## src/rtl/nbg_ram.sv

```systemverilog
`timescale 1ns / 1ps
// ----------------------------------------------------------------------------
// nbg_ram
// generic single-write, single-read ram with registered read data
// ----------------------------------------------------------------------------
module nbg_ram #(
  parameter int WIDTH = 8,
  parameter int DEPTH = 16
) (
  input  logic                     clk,
  input  logic                     we,
  input  logic [$clog2(DEPTH)-1:0] waddr,
  input  logic [WIDTH-1:0]         wdata,
  input  logic [$clog2(DEPTH)-1:0] raddr,
  output logic [WIDTH-1:0]         rdata
);

  logic [WIDTH-1:0] mem [DEPTH];

  always_ff @(posedge clk) begin
    if (we) begin
      mem[waddr] <= wdata;
    end
    rdata <= mem[raddr];
  end

endmodule

```

## config.mk

```make
export PLATFORM = sky130hd
export DESIGN_NAME = nbg_ram
export DESIGN_NICKNAME = d
export VERILOG_FILES = /design/src/rtl/nbg_ram.sv
export SDC_FILE = /design/constraint.sdc
export NUM_CORES = 1
export LEC_CHECK = 0
export ABC_AREA = 1
export BUFFER_PORTS_ARGS = -buffer_cell sky130_fd_sc_hd__buf_2
export CORE_MARGIN = 4
export CORE_UTILIZATION = 45
export CTS_CLUSTER_SIZE = 25
export DETAILED_ROUTE_END_ITERATION = 6
export GPL_TIMING_DRIVEN = 1
export PLACE_DENSITY = 0.71
export SYNTH_ARGS = -nofsm -noshare
export SYNTH_HDL_FRONTEND = slang
export SYNTH_SLANG_ARGS = --single-unit
```

## constraint.sdc

```tcl
create_clock -name clk -period 2.3 [get_ports clk]
set_clock_uncertainty 0.2 [all_clocks]
set_input_delay 0.23 -clock clk [delete_from_list [all_inputs] [get_ports clk]]
set_output_delay 0.23 -clock clk [all_outputs]
set_load 0.03 [all_outputs]
```

* Yosys cells after proc, flatten, opt, wreduce, memory -nomap -nowiden
Memory sizes are Yosys's and may differ from the RTL's. A register that Yosys moved wholly into a read port is not among the register bits.
Cells that the tools add are included.
** Storage, ports and cells
- Register bits :: 0
- Input port bits :: 18
- Word-level logic and storage cells :: 3
- Output and inout bits :: 8
- Memory bits (writable) :: 128
- Memories :: 1
** Cells by class
- Muxes and demuxes :: 2
** Memory list
- mem :: words 16, width 8, read ports 1, clocked after Yosys merged registers in 1, wr ports 1, RTL line 18 : logic [WIDTH-1:0] mem [DEPTH];
** Operator list (count)
- $mux W1 :: 2

* Logic depth before layout (Yosys ltp)
- Depth in word-level cells :: 2
- Depth in mapped cells :: 8
- Depth with buffers taken out :: 7

* Least setup slack after synthesis
No wires, ideal clock.
- Path kind :: input-to-reg
- Start :: input waddr[2]
- End :: memory mem[10][0], enable pin
- Path buffers :: 0
- Path slack :: 0.919 ns
- Stages on the path :: 2
- Arrival :: 0.811 ns
- Library setup time :: 0.370 ns
- Data required time :: 1.730 ns
- Cells stage by stage :: nand3b_1 -> nor2_1
** RTL lines
- start: declaration :: RTL line 12 : input logic [$clog2(DEPTH)-1:0] waddr,
- end: declaration :: RTL line 18
Straight into the memory's write port.

* Worst setup path after layout
- Start :: register rdata[7], read port of mem
- End :: output rdata[7]
** RTL lines
- start: declaration :: RTL line 15 : output logic [WIDTH-1:0] rdata
No word-level cell between the ends.

==> out/metrics.cfg <==
[status]
status=complete, no violations

[critical_path]
critPathTopFamily=flip-flops
critical_path_peak_fanout=1
worst_setup_path_start_kind=flop
endpoint=rdata[7]
crit-reg2reg-launch=mem[7][6]
slowest_stage=dfxtp_1
reg2reg_to=rdata[6]
cp-startpoint=rdata[7]
path_depth=1
required_ns=1.87
crit_path_cell_trace=buf_2
cp.buffers_inverters=1
worstRegToRegCells=6
max_stage_delay_ns=0.31
crit_arrival_ns=0.92
worst-setup-path-type=flop to primary output
end_kind=primary output
r2r_slack_ns=1.05

[synth]
netlist_instances=551
synthesis.area_mm2=0.00577
synth_top_family_by_area=simple AND/OR/NAND/NOR gates
synthAdderAreaFrac_pct=0
ys_top_cells_by_area=edfxtp_1 67%, nand2_1 11%, nand3_1 8.4%, inv_1 6.5%, dfxtp_1 2.8%
syn_nets=569
ys_ff_latch=136
muxShareOfSynthArea_pct=0
synth_seq_area_share_pct=69.4
synth_compound_area_share_pct=0
avgSynthCellArea_um2=10.5
synth_largest_area_cell=edfxtp_1
synthDominantCellAreaShare_pct=66.7
synthDistinctLibCells=12
synthSimpleGateAreaFrac_pct=21.0
ys_warn_count=0
synthXorXnorAreaFrac_pct=0

[place]
place_area_mm2=0.00605
dp.final_hpwl_um=7590
dpl.cell_count=735
gp_congestion=0.885
portBuffers=25

[final_layout]
stdcell_area_mm2=0.00654
syn2layout_area_growth_pct=13.4
antenna_cells=0
layoutNonFillerInstCount=766
final_cell_mix=173 x nand2_1, 128 x edfxtp_1, 100 x inv_1, 97 x nand3_1, 25 x buf_2
layout-drive-gt1-share_pct=9.93
final_common_cell=nand2_1
num-nets-final=601

[floorplanning]
die-area_mm2=0.0147
rows=41
ioPinCount=26
die_y_um=121
die_w_um=121
core_mm2=0.0126
initial_core_util_pct=45.9

[clock_network]
clk_pin_slew_ns=0.05
cts_setup_buffers=0
post_cts_resized=0
worstSkewPairLatency_ns=0.42
cts_buffers=17
cts_tree=yes
cts_root_buf=clkbuf_16
clkSinkCount=136
cts.htree.levels=4
cts_max_path_buffers=2

[routing]
viasPerCell=4.93
drtIter0Drc=367
routedWlPerCell_um=16.0
post-route-drc-count=0
drt_wl_total_um=12200
vias=3780
ant_nets=0
drt_first_pass_iters=5

[power]
clock_power_share_pct=41.5
power.internal_uw=4210
p_sw_share_pct=21.7
power_leakage_uw=0.00282
pwr-share-seq_pct=51.9
power_density_mw_per_mm2=822
combinationalPowerShare_pct=6.7
ir_drop_v=0.000553
p_sw_uw=1170

[global_routing]
grt_pass1_vias=3621
grt_pass1_wl_um=19100
antenna_found_initial=0
grt_max_degree=65
overflow=0
grt_usage_pct=17.7

[run]
maxCapViolCount=0

[sta]
setup_tns_ns=0
finalCriticalPeriod_ns=1.35
slew_headroom_pct=52.1
fmaxAchievable_ghz=0.742
finalSetupViolCount=0
finalMaxSlewViolations=0
rsz0062_at_grt=false
worstMarginPinSlew_ns=0.716
finalHoldViolCount=0
fin_crit_sh_pct=58.6

[hold_path]
hold_depth=1
min_path_type=input port to flop

==> area by class of cell <==
class / count / area (µm²)
clock buffers: 23 / 448
clock inverters: 7 / 31.3
fillers: 1078 / 6030
inverters: 102 / 383
multi-input cells: 289 / 1210
flip-flops and latches: 136 / 4000
well taps: 172 / 215
repair buffers: 37 / 243
==> kinds of logic (layout without fill, tap and decap cells) <==
family	count (synthesis)	after routing
buffers and inverters	126	169
flip-flops	136	136
AND/OR/NAND/NOR	289	289
==> power by group through the flow <==
stage	logic (µW)	clock network [µW]	registers [µW]
final	359	2230	2790
after global routing	397	2400	2790
after CTS	361	2270	2790
after detailed placement	358	0	2840
after global placement	350	0	2830
after floorplan	195	0	2870
==> worst min-delay path by stage <==
stage,startpoint,to,slack (ns)
floorplan,wdata[0],mem[0][0],0.13
detailed placement,raddr[3],rdata[3],0.40
finish,wdata[5],mem[10][5],0.04
global placement,raddr[3],rdata[6],0.39
global route,wdata[5],mem[9][5],0.04
CTS,wdata[5],mem[0][5],0.03
==> synthesized netlist by cell type <==
| master | count |
|---|---|
| nand2_1 | 173 |
| inv_1 | 100 |
| nand3b_1 | 2 |
| nand3_1 | 97 |
| dfxtp_1 | 8 |
| buf_2 | 13 |
| buf_4 | 4 |
| buf_1 | 1 |
| edfxtp_1 | 128 |
| buf_6 | 6 |
| nor2_1 | 17 |
| inv_2 | 2 |
==> layer usage <==
layer | part of all wire (%) | GRT usage (%) | wire, µm
met5 | 0 | 0 | 0
met4 | 2.3 | 7.63 | 287
met3 | 6.3 | 5.03 | 775
met2 | 49 | 28.2 | 6030
met1 | 42 | 22.8 | 5150
==> registers in the layout, indices dropped and copies added, names as in the netlist <==
name / count
mem: 128
rdata: 8
==> timing repair <==
| action | in CTS | in global routing |
|---|---|---|
| hold endpoints to repair | 4 | 0 |
| setup endpoints to repair | 0 | 0 |
| hold buffers | 1 | 0 |
==> metrics by stage <==
| step | setup WS, ns | power [µW] | utilization, % | hold slack [ns] |
|---|---|---|---|---|
| after floorplan | 0.919 | 3060 | - | 0.129 |
| after global placement | 0.632 | 3180 | 48.1 | 0.393 |
| after detailed placement | 0.582 | 3200 | 48.1 | 0.402 |
| after CTS | 0.934 | 5410 | 52.0 | 0.0340 |
| after global routing | 0.907 | 5590 | 52.0 | 0.0392 |
| final | 0.952 | 5380 | 52.0 | 0.0377 |
Note: power is estimated with default switching activity, not from simulation.
