--- config.mk ---
export PLATFORM = sky130hd
export DESIGN_NAME = nbg_div
export DESIGN_NICKNAME = d
export VERILOG_FILES = /design/src/rtl/nbg_pkg.sv /design/src/rtl/nbg_div.sv
export SDC_FILE = /design/constraint.sdc
export NUM_CORES = 1
export LEC_CHECK = 0
export BUFFER_PORTS_ARGS = -buffer_cell sky130_fd_sc_hd__buf_2
export CORE_MARGIN = 4
export CORE_UTILIZATION = 55
export CTS_BUF_LIST = sky130_fd_sc_hd__clkbuf_16
export CTS_CLUSTER_SIZE = 25
export DETAILED_ROUTE_END_ITERATION = 10
export HOLD_SLACK_MARGIN = 0.03
export PLACE_DENSITY = 0.81
export SYNTH_ARGS = -nofsm -noshare
export SYNTH_HDL_FRONTEND = slang
export SYNTH_SLANG_ARGS = --single-unit
--- constraint.sdc ---
create_clock -name clk -period 5.1 [get_ports clk]
set_input_delay 0.765 -clock clk [delete_from_list [all_inputs] [get_ports clk]]
set_output_delay 0.765 -clock clk [all_outputs]
set_load 0.05 [all_outputs]
--- src/rtl/nbg_pkg.sv ---
`timescale 1ns / 1ps
// ----------------------------------------------------------------------------
// nbg_pkg
// shared types, constants and helpers for the gravity step unit
// ----------------------------------------------------------------------------
package nbg_pkg;

  localparam int MAX_BODIES_DEF = 16;
  localparam int REPORT_LIMIT   = 16;
  localparam int DIVD_W         = 72;
  localparam int DIVS_W         = 34;

  localparam logic OP_LOAD = 1'b0;
  localparam logic OP_TICK = 1'b1;

  localparam logic signed [31:0] S32_MAX = 32'sh7fffffff;
  localparam logic signed [31:0] S32_MIN = 32'sh80000000;

  typedef struct packed {
    logic signed [31:0] x;
    logic signed [31:0] y;
    logic signed [31:0] vx;
    logic signed [31:0] vy;
    logic [23:0]        mass;
    logic [15:0]        radius;
  } body_t;

  localparam int BODY_W = $bits(body_t);

  typedef enum logic [1:0] {
    REG_COUNT    = 2'd0,
    REG_WIDTH    = 2'd1,
    REG_HEIGHT   = 2'd2,
    REG_MIN_DIST = 2'd3
  } cfg_reg_t;

  typedef enum logic [4:0] {
    S_IDLE, S_IRD, S_ICAP, S_JRD, S_JCAP, S_SQX, S_SQY, S_SUM, S_SQRT, S_CHK,
    S_DQ, S_DG, S_DUX, S_DUY, S_MX, S_AX, S_AY, S_WB, S_MRD, S_MCAP, S_DONE
  } state_t;

  typedef struct packed {
    logic              go;
    logic [DIVD_W-1:0] dividend;
    logic [DIVS_W-1:0] divisor;
  } div_req_t;

  typedef struct packed {
    logic              done;
    logic [DIVD_W-1:0] quo;
  } div_rsp_t;

  function automatic logic signed [31:0] sat32(input logic signed [33:0] v);
    logic signed [31:0] r;
    if (v > 34'sh07fffffff) r = S32_MAX;
    else if (v < -34'sh080000000) r = S32_MIN;
    else r = v[31:0];
    return r;
  endfunction

endpackage

--- src/rtl/nbg_div.sv ---
`timescale 1ns / 1ps
// ----------------------------------------------------------------------------
// nbg_div
// restoring divider, one quotient bit per cycle
// ----------------------------------------------------------------------------
module nbg_div
  import nbg_pkg::*;
(
  input  logic     clk,
  input  logic     rst_n,
  input  div_req_t req,
  output div_rsp_t rsp
);

  localparam int CNT_W = $clog2(DIVD_W + 1);

  logic              run_r;
  logic [CNT_W-1:0]  cnt_r;
  logic [DIVS_W:0]   rem_r;
  logic [DIVD_W-1:0] quo_r;
  logic [DIVS_W-1:0] dvs_r;
  logic              done_r;
  logic [DIVS_W:0]   rem_sh;
  logic              fits;

  assign rem_sh = {rem_r[DIVS_W-1:0], quo_r[DIVD_W-1]};
  assign fits   = rem_sh >= {1'b0, dvs_r};

  always_ff @(posedge clk) begin
    if (!rst_n) begin
      run_r  <= 1'b0;
      done_r <= 1'b0;
      cnt_r  <= '0;
    end else begin
      done_r <= 1'b0;
      if (req.go) begin
        run_r <= 1'b1;
        cnt_r <= '0;
        rem_r <= '0;
        quo_r <= req.dividend;
        dvs_r <= req.divisor;
      end else if (run_r) begin
        rem_r <= fits ? rem_sh - {1'b0, dvs_r} : rem_sh;
        quo_r <= {quo_r[DIVD_W-2:0], fits};
        cnt_r <= cnt_r + 1'b1;
        if (cnt_r == CNT_W'(DIVD_W - 1)) begin
          run_r  <= 1'b0;
          done_r <= 1'b1;
        end
      end
    end
  end

  assign rsp.done = done_r;
  assign rsp.quo  = quo_r;

endmodule

# Yosys cells after proc, flatten, opt, wreduce, memory -nomap -nowiden
# Cells that the tools add are included.
# word_totals
out_inout_bits	73
ff_bits	149
elab_cells	25
input_bits	109
# classes
add_sub_neg	2
bitwise_logic	2
n_mux	8
eq_ne	1
reduce_logical	5
order_cmp	1
# op_table
operator	count
72-bit 2-to-1 mux	2
34-bit 2-to-1 mux	2
35-bit by 34-bit greater-or-equal comparator with 1-bit output	1
34-bit subtractor	1
7-bit by 1-bit adder with 7-bit output (second input constant)	1
7-bit == test (second input constant)	1
1-bit 2-to-1 mux	4
2-bit AND reduction	2
3-bit OR reduction	1
1-bit NOT	2
2-bit nonzero test	1
2-bit OR reduction	1

# Logic depth before layout (Yosys ltp)
# logic_depth
word_depth	4
ltp_mapped	13
mapped_depth_nobuf	12

# Worst setup path before layout
# Ideal clock, no wire load.
# synth_path
kind	input -> register
from	input port req[106] (netlist bit)
to	register quo_r[0] (enable)
t_arrival_ps	3778
setup_time_ps	474
required_ps	4626
path_slack_ps	848
path_stages	3
n_path_buf	2
path_cell_list	clkbuf_1 > clkbuf_1 > o21a_1
# synth_via
elab_chain_cells	2
# synth_lines
item	line_no	rtl
from (decl)	nbg_div.sv:11	input div_req_t req,
2-bit nonzero test (no line)	n/a	
2-bit AND reduction (no line)	n/a	
to (signal assigned)	nbg_div.sv:40	quo_r <= req.dividend;
to (signal assigned)	nbg_div.sv:44	quo_r <= {quo_r[DIVD_W-2:0], fits};
to (decl)	nbg_div.sv:20	logic [DIVD_W-1:0] quo_r;
# No other way between the ends.
# A chain may end at the register's enable or synchronous reset.

# Final worst setup path
# layout_path
from	register rem_r[3]
to	register rem_r[22], data pin
# layout_via
elab_chain_cells	3
elab_cells_between_ends	4
classes_between	add/sub (1); order compare (1); mux (2)
# layout_lines
item	line_no	rtl
from (decl)	nbg_div.sv:19	logic [DIVS_W:0] rem_r;
from (signal assigned)	nbg_div.sv:43	rem_r <= fits ? rem_sh - {1'b0, dvs_r} : rem_sh;
34-bit subtractor / 35-bit by 34-bit greater-or-equal comparator with 1-bit output (equally long branches)	nbg_div.sv:43, nbg_div.sv:27	
34-bit 2-to-1 mux (*)	nbg_div.sv:43	
34-bit 2-to-1 mux (*)	nbg_div.sv:42	end else if (run_r) begin
# Mark *: on every way between the ends. The rest lies on a longest branch, timed or not. The select of a mux whose other input is x is not followed.

==> metrics.txt <==
layout net count 1000; clk_lat worst skew approximately 430 ps; final setup fails 0; num rows 43; worst reg-to-reg path cell count 10; Reg area 4380 um^2; cts bufs inserted 17; Fillers a little over 1000; clk sinks 149; Power Dens Cells 367 nW/um^2; setup TNS 0 ps; syn avg cell area 11.8 um^2; Area Growth Syn to Fin 19.6%; synth top area cells edfxtp_1 (52%), mux2_2 (10%), ha_1 (5.4%), a21oi_1 (3.4%), dfxtp_1 (2.2%); Clock Path Buffers 2; post-CTS setup buffer count 0; Max Cap Viol 0; RSZ-0062 raised after global routing false; GRT Residual Overflow 0; initial antenna violation count 1; library cells used by synthesis 61; Synth area leader edfxtp_1; Synth Register Bits about 150; Crit Path Category reg2reg; Crit. End Element flip-flop; clock transition at the registers of the reported paths 60 ps; Die H around 130 um; TritonCTS clock tree built; Period minus WS final 3370 ps; 1st-pass router iterations 6; VDD IR-drop max approximately 270 uV; Clock Tree Root clkbuf_16; ys async rst share 0%; final core occ 68.5%; CP Max Fanout 19; most common library cells after synthesis edfxtp_1 (140), mux2_2 (72), a21oi_1 (55); Die W between 100 and 150 um; final wirelength 20000 um; Main synth FF type edfxtp_1; Worst-Margin Slew between 1000 and 1500 ps; Post-synth EDFFs 140; Worst setup SP type flip-flop; max-slew violations 0; vias in the first global route 6389; Core Box Area between 10000 and 15000 um^2; Synth Warn # 0; Synth Net Count between 800 and 900; buffers added on ports around 180; sequential element share of the synthesized area 54.3%; Multi-input gate area 3360 um^2; top cell type's share of synthesized area 52.1%; final count of hold timing violations 0; most common cell in the netlist edfxtp_1; Antenna Cells 0; routed vias/inst 5.93; CTS H-tree depth 4; post-route ant nets 0; share of cells above drive strength 1 around 35%; number of remaining DRC errors 0; leak pwr between 3 and 4 nW; Total GRT Usage 24.7%; IO Pins approximately 180; DP HPWL 14300 um; Max Clk Rate 0.297 GHz; Max Clock Skew between 15 and 20 ps; Die ar. about 17000 um^2; worst hold stages 1; Mapped Cells 684; synthesized area 8070 um^2; PostCTS Resize Cnt 0; post-route clock period utilization 66.1%; CTS Hold Bufs 0; Worst Hold Class in2reg; DRT iter0 DRCs 476; drt wl/cell roughly 19 um; DR vias 6218; Initial Util between 50% and 60%; wire length of the first global-routing pass 32200 um; WP data arrival between 3000 and 4000 ps; Critical Path RT 5350 ps; outcome completed; Max-slew headroom 31.0%; GPL Wtd Cong between 0.9 and 1; largest net degree at the start of global routing 85
==> final cells by class <==
type,count,area share (%)
multi-input cells,453,34.8
clock inverters,15,1.34
well taps,180,2.33
repair buffers,188,9.95
flip-flops and latches,149,45.4
clock buffers,17,4.41
inverters,46,1.79
==> routing by layer <==
metal,vias up,global-route usage (%),share of wire (%)
met3,41,9.40,8.9
li1,2933,-,-
met2,284,42.5,50
met1,2958,28.4,38
met5,-,0,0.065
met4,2,8.28,2.2
==> placed cells by master, fill, tap and decap left out, types with 4 or more instances in the layout <==
| master | instances |
|---|---|
| buf_2 | 180 |
| edfxtp_1 | 140 |
| mux2_2 | 72 |
| a21oi_1 | 55 |
| inv_1 | 49 |
| o21ai_0 | 36 |
| ha_1 | 35 |
| nand3_1 | 31 |
| nor2_1 | 29 |
| nand2_1 | 25 |
| xnor2_1 | 17 |
| clkbuf_16 | 17 |
| nor3_1 | 16 |
| a211oi_1 | 13 |
| nand4_1 | 13 |
| a21o_1 | 11 |
| xor2_1 | 11 |
| dfxtp_1 | 9 |
| o21a_1 | 8 |
| buf_4 | 8 |
| or3_1 | 7 |
| inv_6 | 6 |
| o22ai_1 | 5 |
| and3_1 | 4 |
| o21bai_1 | 4 |
| nor2b_1 | 4 |
| o211ai_1 | 4 |
==> report_power, final <==
| part | internal [W] | switching, W | leakage [nW] |
|---|---|---|---|
| logic | 0.000316 | 0.000531 | 2.21 |
| clock network | 0.000674 | 0.000512 | 0.283 |
| registers | 0.00146 | 0.0000465 | 1.41 |
==> worst max-delay path, stage by stage, from the launching register on <==
cell and delay [ps]:
edfxtp_1 400, ha_1 410, nand2_1 120, a211oi_2 280
o21ai_1 180, a21o_1 230, a21o_1 240, a211oi_2 670
buf_4 370, nor3_1 70, a211oi_1 220
==> worst paths after layout <==
check | startpoint | endpoint | slack, ps
max | rem_r[3]$_SDFFCE_PP0P_ | rem_r[22]$_SDFFCE_PP0P_ | 1730
min | req[23] | dvs_r[23]$_DFFE_PP_ | 510
max reg2reg | rem_r[3]$_SDFFCE_PP0P_ | rem_r[22]$_SDFFCE_PP0P_ | 1730
min reg2reg | cnt_r[6]$_SDFFE_PP0P_ | cnt_r[6]$_SDFFE_PP0P_ | 530
==> cells by family after synthesis <==
| logic type | synth area share, % |
|---|---|
| AOI/OAI and AO/OA | 13.5 |
| xor gates and xnor gates | 3.04 |
| adders and majority gates | 5.68 |
| buffers and inverters | 4.16 |
| DFF | 54.3 |
| muxes | 10.2 |
| and+or+nand+nor | 9.07 |
==> registers in the layout, summed over array words and instances (netlist names) <==
name    cells
cnt_r       7
done_r      1
dvs_r      34
quo_r      72
rem_r      34
run_r       1
==> per-stage QoR <==
step / hold WS, ps / setup slack [ps] / total power [W] / instance area, um^2 / instances
floorplan: 471 / 848 / 0.00216 / 8070 / 684
global placement: 484 / 1950 / 0.00234 / 9100 / 1016
detailed placement: 511 / 1800 / 0.00236 / 9100 / 1016
CTS: 494 / 1770 / 0.00355 / 9650 / 1048
global route: 491 / 1510 / 0.00370 / 9650 / 1048
finish: 507 / 1730 / 0.00354 / 9650 / 1048
(Power assumes the default switching activity.)
